File: config.mk
export PLATFORM = sky130hd
export DESIGN_NAME = fgz_ram
export DESIGN_NICKNAME = d
export VERILOG_FILES = /design/src/rtl/fgz_ram.sv
export SDC_FILE = /design/constraint.sdc
export NUM_CORES = 1
export LEC_CHECK = 0
export ABC_AREA = 1
export BUFFER_PORTS_ARGS = -buffer_cell sky130_fd_sc_hd__buf_4
export CELL_PAD_IN_SITES_DETAIL_PLACEMENT = 0
export CELL_PAD_IN_SITES_GLOBAL_PLACEMENT = 1
export CORE_UTILIZATION = 48
export CTS_BUF_LIST = sky130_fd_sc_hd__clkbuf_8
export CTS_CLUSTER_SIZE = 28
export DETAILED_ROUTE_END_ITERATION = 8
export GPL_ROUTABILITY_DRIVEN = 0
export GPL_TIMING_DRIVEN = 0
export PLACE_DENSITY = 0.85
export SLEW_MARGIN = 25
export SYNTH_ARGS = -nofsm -noshare
export SYNTH_HDL_FRONTEND = slang
export SYNTH_SLANG_ARGS = --single-unit
File: constraint.sdc
create_clock -name clk_i -period 2.33 [get_ports clk_i]
set_input_delay 0.699 -clock clk_i [delete_from_list [all_inputs] [get_ports clk_i]]
set_output_delay 0.699 -clock clk_i [all_outputs]
set_load 0.1 [all_outputs]
File: src/rtl/fgz_ram.sv
// Generic single-port-write, registered-read RAM.
// Used for the per-point state store. No dependencies.
module fgz_ram #(
  parameter int unsigned WIDTH = 8,
  parameter int unsigned DEPTH = 64
) (
  input  logic                     clk_i,
  input  logic                     we_i,
  input  logic [$clog2(DEPTH)-1:0] waddr_i,
  input  logic [WIDTH-1:0]         wdata_i,
  input  logic                     re_i,
  input  logic [$clog2(DEPTH)-1:0] raddr_i,
  output logic [WIDTH-1:0]         rdata_o
);

  logic [WIDTH-1:0] mem_q [DEPTH];
  logic [WIDTH-1:0] rdata_q;

  // Write port and registered read port
  always_ff @(posedge clk_i) begin
    if (we_i) begin
      mem_q[waddr_i] <= wdata_i;
    end
    if (re_i) begin
      rdata_q <= mem_q[raddr_i];
    end
  end

  assign rdata_o = rdata_q;

endmodule

# --- Yosys cells after proc, flatten, opt, wreduce, memory -nomap -nowiden ---
# Memories as Yosys holds them, arrays and structs flattened. A register that Yosys moved wholly into a read port is not among the register bits.
# Index checks and enable logic that the tools add are counted.
classes:
  muxes: 2
ops:
  columns: ["operator", "n"]
  rows:
  - ["$mux 1", 2]
totals:
  inputBits: 23
  mem_count: 1
  ramBits: 512
  word_cells: 3
  ff_bits: 0
  out_inout_bits: 8
mem_list:
  columns: ["memory", "words", "word_bits", "read_ports", "rd_clocked_by_memory_dff", "wr", "line", "text"]
  rows:
  - ["mem_q", 64, 8, 1, 1, 1, "16", "logic [WIDTH-1:0] mem_q [DEPTH];"]

# --- Depth between registers and ports, before layout ---
# Gate-level depths: netlist of run 1.
logic_depth:
  depth_word: 2
  mapped_depth: 12
  ltp_nobuf: 9

# --- Worst setup path after synthesis of run 1 ---
# No wires, ideal clock.
synth_timing:
  path_kind: "input port to flip-flop"
  from: "input we_i"
  to: "memory mem_q[48][0] (enable)"
  path_slack_ps: -135
  arrival_ps: 2070
  t_required_ps: 1935
  setup_ps: 395
  path_buffers: 1
  cell_stages: 3
  path_cell_list: "clkbuf_1 -> nand4_1 -> nor4_1"
synth_via:
  elab_chain_cells: 2
synth_lines:
  columns: ["element", "line", "text"]
  rows:
  - ["start: declaration", "8", "input logic we_i,"]
  - ["$mux 1", "21", "if (we_i) begin"]
  - ["$mux 1 (not written as such)", "22", "mem_q[waddr_i] <= wdata_i;"]
  - ["end: declaration", "16", null]
# No other way between the ends.

# --- Worst setup path after layout of run 1 ---
layout_timing:
  from: "input waddr_i[0]"
  to: "memory mem_q[20][4] (enable)"
layout_rtl:
  columns: ["element", "line", "text"]
  rows:
  - ["start: declaration", "9", "input logic [$clog2(DEPTH)-1:0] waddr_i,"]
# No word-level cell before the write port.

==> flow_summary_export.csv, run 1 <==
group,metric,value,unit
pwr,swShare,24.2,%
clock_tree,cts_tree,"yes",
layout,antenna_cells,0,
clock_tree,cts.sinks,520,
clock_tree,worstSkewPairLatency,650,ps
sta,grt_setup_unrepaired,"yes",
clock_tree,cts_inserted_buffers,85,
layout,nets,1950,
logic_synthesis,netlist_top_cells_area,"edfxtp_1 73%, nand2_1 11%, nand3_1 10%",
sta,fmax,400,MHz
detailed_routing,wl_per_cell,23.7,um
pwr,combPwrFrac,7.8,%
worst_setup_path,cp.required,2580,ps
global_route,top_usage_layer,"met2",
floorplanning,die_h,213,um
logic_synthesis,synth_top_area_share,72.9,%
placement,place_ws,-893,ps
layout,layout-drive-gt1-share,13.5,%
worst_setup_path,crit_arrival,2750,ps
clock_tree,clockBufferDepth,3,
logic_synthesis,syn_inst,1805,
logic_synthesis,ys_seq_elements,520,
global_route,grt_max_degree,65,
pwr,pwr-share-clk,37.4,%
logic_synthesis,yosys.area.top_type,"edfxtp_1",
placement,io_buffers,22,
pwr,p_switching,4.60,mW
clock_tree,cts_max_level,3,
floorplanning,fp.dieArea,45500,sq um
pwr,pwr-share-seq,54.8,%
sta,finalCritPeriodShare,107,%
detailed_routing,antenna_left,0,
placement,dp_hpwl,40400,um
hold_path,hold_path.class,"in2reg",
worst_setup_path,cp-endpoint,"mem_q[20][4]",
global_route,grt_antenna_before_repair,1,
job,maxCapViolCount,0,
sta,final.setup_skew,17.5,ps
floorplanning,die_width,213,um
clock_tree,path_clk_slew,60,ps
layout,final_core_util,54.5,%
logic_synthesis,seq_area_frac_synth,72.9,%
status,violations,"negative setup slack",
logic_synthesis,synth.avg_cell_area,11.9,sq um
pwr,pwr_density_cell,790,nW/um^2
worst_setup_path,end_kind,"register",
detailed_routing,drt_wl_total,61000,um
worst_setup_path,path_max_fanout,9,
sta,max-slew-margin-rel,36.6,%
sta,slew_violations,0,
detailed_routing,drtIter0Drc,1617,
logic_synthesis,syn-num-nets,1828,
global_route,met3_usage,5.34,%
logic_synthesis,synthDistinctLibCells,15,
worst_setup_path,r2r_slack,790,ps
worst_setup_path,path_class,"in2reg",
worst_setup_path,reg2regPathDepth,8,
detailed_routing,drc,0,
logic_synthesis,synth.yosys.warnings,0,
floorplanning,rows,77,
pwr,vdd_drop_max,0.000547,V
global_route,grt_pass1_wl,89400,um
floorplanning,io_pins,31,
worst_setup_path,regToRegEndpoint,"rdata_o[6]",
detailed_routing,viasPerCell,5.73,
floorplanning,initial_core_util,48.5,%
floorplanning,coreArea,44100,sq um
global_route,met1_usage,36.8,%
detailed_routing,dr.pass1.iters,6,
layout,areaGrowthSynthToFinish,12.3,%
sta,fin_ws,-170,ps
global_route,gr-total-overflow,0,
status,status,"finished, violations left",
sta,setup_tns,-15220,ps
global_route,met2_usage,43.9,%
worst_setup_path,cp-startpoint,"waddr_i[0]",
logic_synthesis,syn_area,21400,sq um
global_route,grt_pass1_vias,14300,
worst_setup_path,startpoint_type,"input pin",
layout,fillCellCount,3709,
pwr,internal_power,14.4,mW
sta,setup_viol,172,
sta,hold_viol_final,0,
pwr,leakage,8.76,nW
clock_tree,cts_root_buffer,"clkbuf_8",
worst_setup_path,r2r_start,"mem_q[16][6]",
sta,tightest_slew,947,ps
detailed_routing,vias,14800,
global_route,grt_usage,27.6,%
sta,finalWorstPathRequiredPeriod,2500,ps
[logic make-up after synthesis]
group | Yosys count | synth area share [%]
AND/OR/NAND/NOR | 1160 | 23.1
buffers and inverters | 125 | 4.01
flip-flops | 520 | 72.9
[critical path, cell delays in order]
cell      delay, ps
clkbuf_1        250
inv_1           340
nand4_1         570
nor2_1          880
[sequential cells by signal, indices dropped and copies added (netlist names)]
register  count
mem_q       512
rdata_o       8
[power by group through the flow]
stage	combinational (mW)	clock [mW]	sequential (mW)
floorplan	0.728	0	10.7
global placement	1.41	0	10.6
detailed placement	1.44	0	10.6
CTS	1.45	7.15	10.4
global route	1.58	7.53	10.4
finish	1.49	7.10	10.4
[how the worst min path moves through the flow]
stage	from	end	slack, ps	depth (start not counted)
floorplan	mem_q[52][0]	rdata_o[0]	800	8
global placement	mem_q[40][4]	rdata_o[4]	890	8
detailed placement	mem_q[40][4]	rdata_o[4]	870	8
CTS	re_i	rdata_o[7]	380	1
global route	re_i	rdata_o[7]	380	1
finish	re_i	rdata_o[7]	400	1
[per-stage QoR]
stage          cell area [sq um]  std cells  power (mW)  hold WS, ps
6_report                   24000       2576        19.0          405
5_1_grt                    24000       2576        19.5          382
4_1_cts                    23900       2572        19.0          380
2_1_floorplan              21400       1805        11.4          797
3_5_place_dp               22400       2427        12.0          866
3_3_place_gp               22300       2419        12.0          887
[area by class of cell]
type / instances / area [sq um] / share of cell area, %
well taps: 592 / 741 / 3.08
repair buffers: 35 / 248 / 1.03
plain buffers: 113 / 808 / 3.36
multi-input cells: 1160 / 5110 / 21.3
flip-flops and latches: 520 / 15600 / 64.9
clock inverters: 57 / 274 / 1.14
clock buffers: 87 / 1200 / 4.98
inverters: 12 / 50.0 / 0.208
[layout by cell type, fill, tap and decap left out, drive strengths merged, types with 8 or more instances in the layout]
cell type,Yosys,final
inv,12,43
clkbuf,15,102
nand4,9,9
nor2,56,56
edfxtp,520,520
nand2,648,648
clkinv,0,23
nand3,439,439
nor4,8,8
buf,98,133
[routing by layer]
metal	up-vias	share of wire (%)
met5	-	0.020
met4	2	4.4
met3	162	9.9
met2	895	47
met1	7080	39
li1	6617	-
[Yosys cell counts, drive strengths merged]
cell type  instances
buf               98
clkbuf            15
edfxtp           520
inv               12
nand2            648
nand3            439
nand4              9
nor2              56
nor4               8
[timing repair]
item                       CTS  global route
hold buffers                 0             0
resized for setup           17            27
setup endpoints to repair  206           336
setup buffers                1             4
pin swaps                    0             2
Note: power is estimated with default switching activity, not from simulation.
==> run 2: changes to the inputs <==
--- a/config.mk
+++ b/config.mk
@@ -9,13 +9,13 @@
 export BUFFER_PORTS_ARGS = -buffer_cell sky130_fd_sc_hd__buf_4
 export CELL_PAD_IN_SITES_DETAIL_PLACEMENT = 0
 export CELL_PAD_IN_SITES_GLOBAL_PLACEMENT = 1
-export CORE_UTILIZATION = 48
+export CORE_UTILIZATION = 35
 export CTS_BUF_LIST = sky130_fd_sc_hd__clkbuf_8
 export CTS_CLUSTER_SIZE = 28
 export DETAILED_ROUTE_END_ITERATION = 8
 export GPL_ROUTABILITY_DRIVEN = 0
 export GPL_TIMING_DRIVEN = 0
-export PLACE_DENSITY = 0.85
+export PLACE_DENSITY = 0.67
 export SLEW_MARGIN = 25
 export SYNTH_ARGS = -nofsm -noshare
 export SYNTH_HDL_FRONTEND = slang
==> run 2 against run 1 <==
Effect of this change: the flow still finishes with violations (negative setup slack); wire length increased by 7.5%; core utilization decreased by 14 points; worst hold slack improved by 13 ps; critical path depth unchanged; design area increased by 1.7%; sequential power about the same; combinational power about the same; count of clock-buffer cells in the layout increased by 3; critical endpoint is now mem_q[37][7]; largest cell class unchanged.
==> flow_summary_export.csv, run 2 (synthesis results as in run 1) <==
group,metric,value,unit
clock_tree,cts_inserted_buffers,86,
layout,nets,1954,
worst_setup_path,end_kind,"register",
floorplanning,coreArea,60400,sq um
sta,finalWorstPathRequiredPeriod,2540,ps
worst_setup_path,r2r_slack,640,ps
layout,largest_register,"mem_q",
worst_setup_path,reg2regPathDepth,8,
detailed_routing,drtIter0Drc,1488,
global_route,grt_pass1_vias,13800,
sta,max-slew-margin-rel,37.9,%
hold_path,hold_path.class,"in2reg",
worst_setup_path,r2r_start,"mem_q[53][3]",
sta,tightest_slew,929,ps
hold_path,holdPathStages,1,
clock_tree,worstSkewPairLatency,680,ps
floorplanning,rows,90,
sta,fin_ws,-212,ps
placement,place_ws,-931,ps
sta,hold_viol_final,0,
detailed_routing,dr.pass1.iters,5,
clock_tree,cts_tree,"yes",
sta,finalCritPeriodShare,109,%
clock_tree,path_clk_slew,60,ps
clock_tree,cts.sinks,520,
hold_path,min_to,"rdata_o[2]",
hold_path,min_from,"re_i",
worst_setup_path,path_class,"in2reg",
pwr,leakage,8.81,nW
sta,final.setup_skew,23.0,ps
floorplanning,initial_core_util,35.5,%
sta,grt_setup_unrepaired,"yes",
placement,io_buffers,22,
global_route,grt_usage,21.1,%
floorplanning,die_width,249,um
sta,fmax,393,MHz
pwr,vdd_drop_max,0.000445,V
worst_setup_path,cp.required,2620,ps
detailed_routing,drc,0,
worst_setup_path,path_max_fanout,9,
status,status,"finished, violations left",
detailed_routing,viasPerCell,5.21,
placement,post-place-cells,2617,
status,violations,"negative setup slack",
clock_tree,cts_max_level,3,
detailed_routing,vias,14500,
layout,areaGrowthSynthToFinish,14.1,%
detailed_routing,drt_wl_total,65500,um
sta,setup_viol,167,
floorplanning,fp.dieArea,62200,sq um
layout,final_common_cell,"nand2_1",
global_route,grt_pass1_wl,94200,um
layout,layout_common_cells,"648 x nand2_1, 520 x edfxtp_1, 439 x nand3_1",
detailed_routing,antenna_left,0,
layout,largest_reg_flops,512,
layout,stdcell_count,2778,
layout,layout-drive-gt1-share,14.7,%
global_route,gr-total-overflow,0,
detailed_routing,wl_per_cell,23.6,um
sta,whs,418,ps
placement,dp_hpwl,43400,um
global_route,grt_max_degree,65,
worst_setup_path,crit_arrival,2830,ps
worst_setup_path,regToRegEndpoint,"rdata_o[3]",
clock_tree,cts_root_buffer,"clkbuf_8",
sta,slew_violations,0,
global_route,grt_antenna_before_repair,2,
worst_setup_path,startpoint_type,"input pin",
clock_tree,clockBufferDepth,3,
pwr,pwr_density_cell,796,nW/um^2
floorplanning,io_pins,31,
layout,fillCellCount,5780,
job,maxCapViolCount,0,
clock_tree,postCtsHoldBufs,0,
floorplanning,die_h,249,um
[run 2: changes by cell type in the layout (fill, tap and decap cells not counted), sizes merged]
cell,previous run,this run
buf,133,135
inv,43,35
clkinvlp,1,2
bufinv,2,3
diode,0,2
clkinv,23,33
clkbuf,102,105
clkdlybuf4s15,0,1
[run 2: layout make-up]
cell class | count | area (sq um) | share of cell area, %
multi-input combinational | 1160 | 5130 | 21.0
antenna | 2 | 5.00 | 0.0205
sequential | 520 | 15600 | 63.9
inverter | 12 | 50.0 | 0.205
buffer | 113 | 816 | 3.34
clock inverter | 61 | 338 | 1.38
timing repair buffer | 38 | 273 | 1.12
tap | 782 | 978 | 4.00
clock buffer | 90 | 1240 | 5.07
[run 2: through the flow]
step / power [mW] / setup TNS (ps) / util (%) / instance area [sq um]
floorplan: 11.4 / -8650 / - / 21400
global placement: 12.1 / -339870 / 37.4 / 22600
detailed placement: 12.1 / -368360 / 37.5 / 22700
CTS: 19.6 / -24580 / 40.2 / 24300
global route: 20.1 / -13480 / 40.5 / 24400
finish: 19.5 / -14090 / 40.5 / 24400
[run 2: how the worst max path moves through the flow]
stage                     startpoint      endpoint  slack [ps]
after floorplan                 we_i  mem_q[48][0]        -140
after global placement          we_i  mem_q[55][1]       -1310
after detailed placement  waddr_i[0]  mem_q[42][1]        -930
after CTS                 waddr_i[0]  mem_q[42][2]        -180
after global routing      waddr_i[1]  mem_q[37][7]        -210
final                     waddr_i[1]  mem_q[37][7]        -210
[run 2: what timing repair did]
action / in CTS / in global routing
pin swaps: 0 / 0
endpoints found under the setup margin: 248 / 413
setup buffers: 0 / 8
cloned: 0 / 0
resized for setup: 11 / 41
[run 2: report_power, final]
group          switching, mW  internal (mW)  total [mW]
Sequential            0.0198           10.4        10.4
Combinational           1.15          0.368        1.52
Clock                   3.64           3.90        7.54
[run 2: critical path: stages]
cell and delay (ps):
clkbuf_1 260, inv_1 370, nand4_1 580, nor2_1 920
[run 2: metal layers]
layer / GRT usage [%] / part of all wire, % / vias to the layer above
li1: - / - / 6637
met1: 27.9 / 43 / 7146
met2: 33.6 / 47 / 557
met3: 5.26 / 7.4 / 120
met4: 7.34 / 3.0 / 2
met5: 0 / 0.021 / -
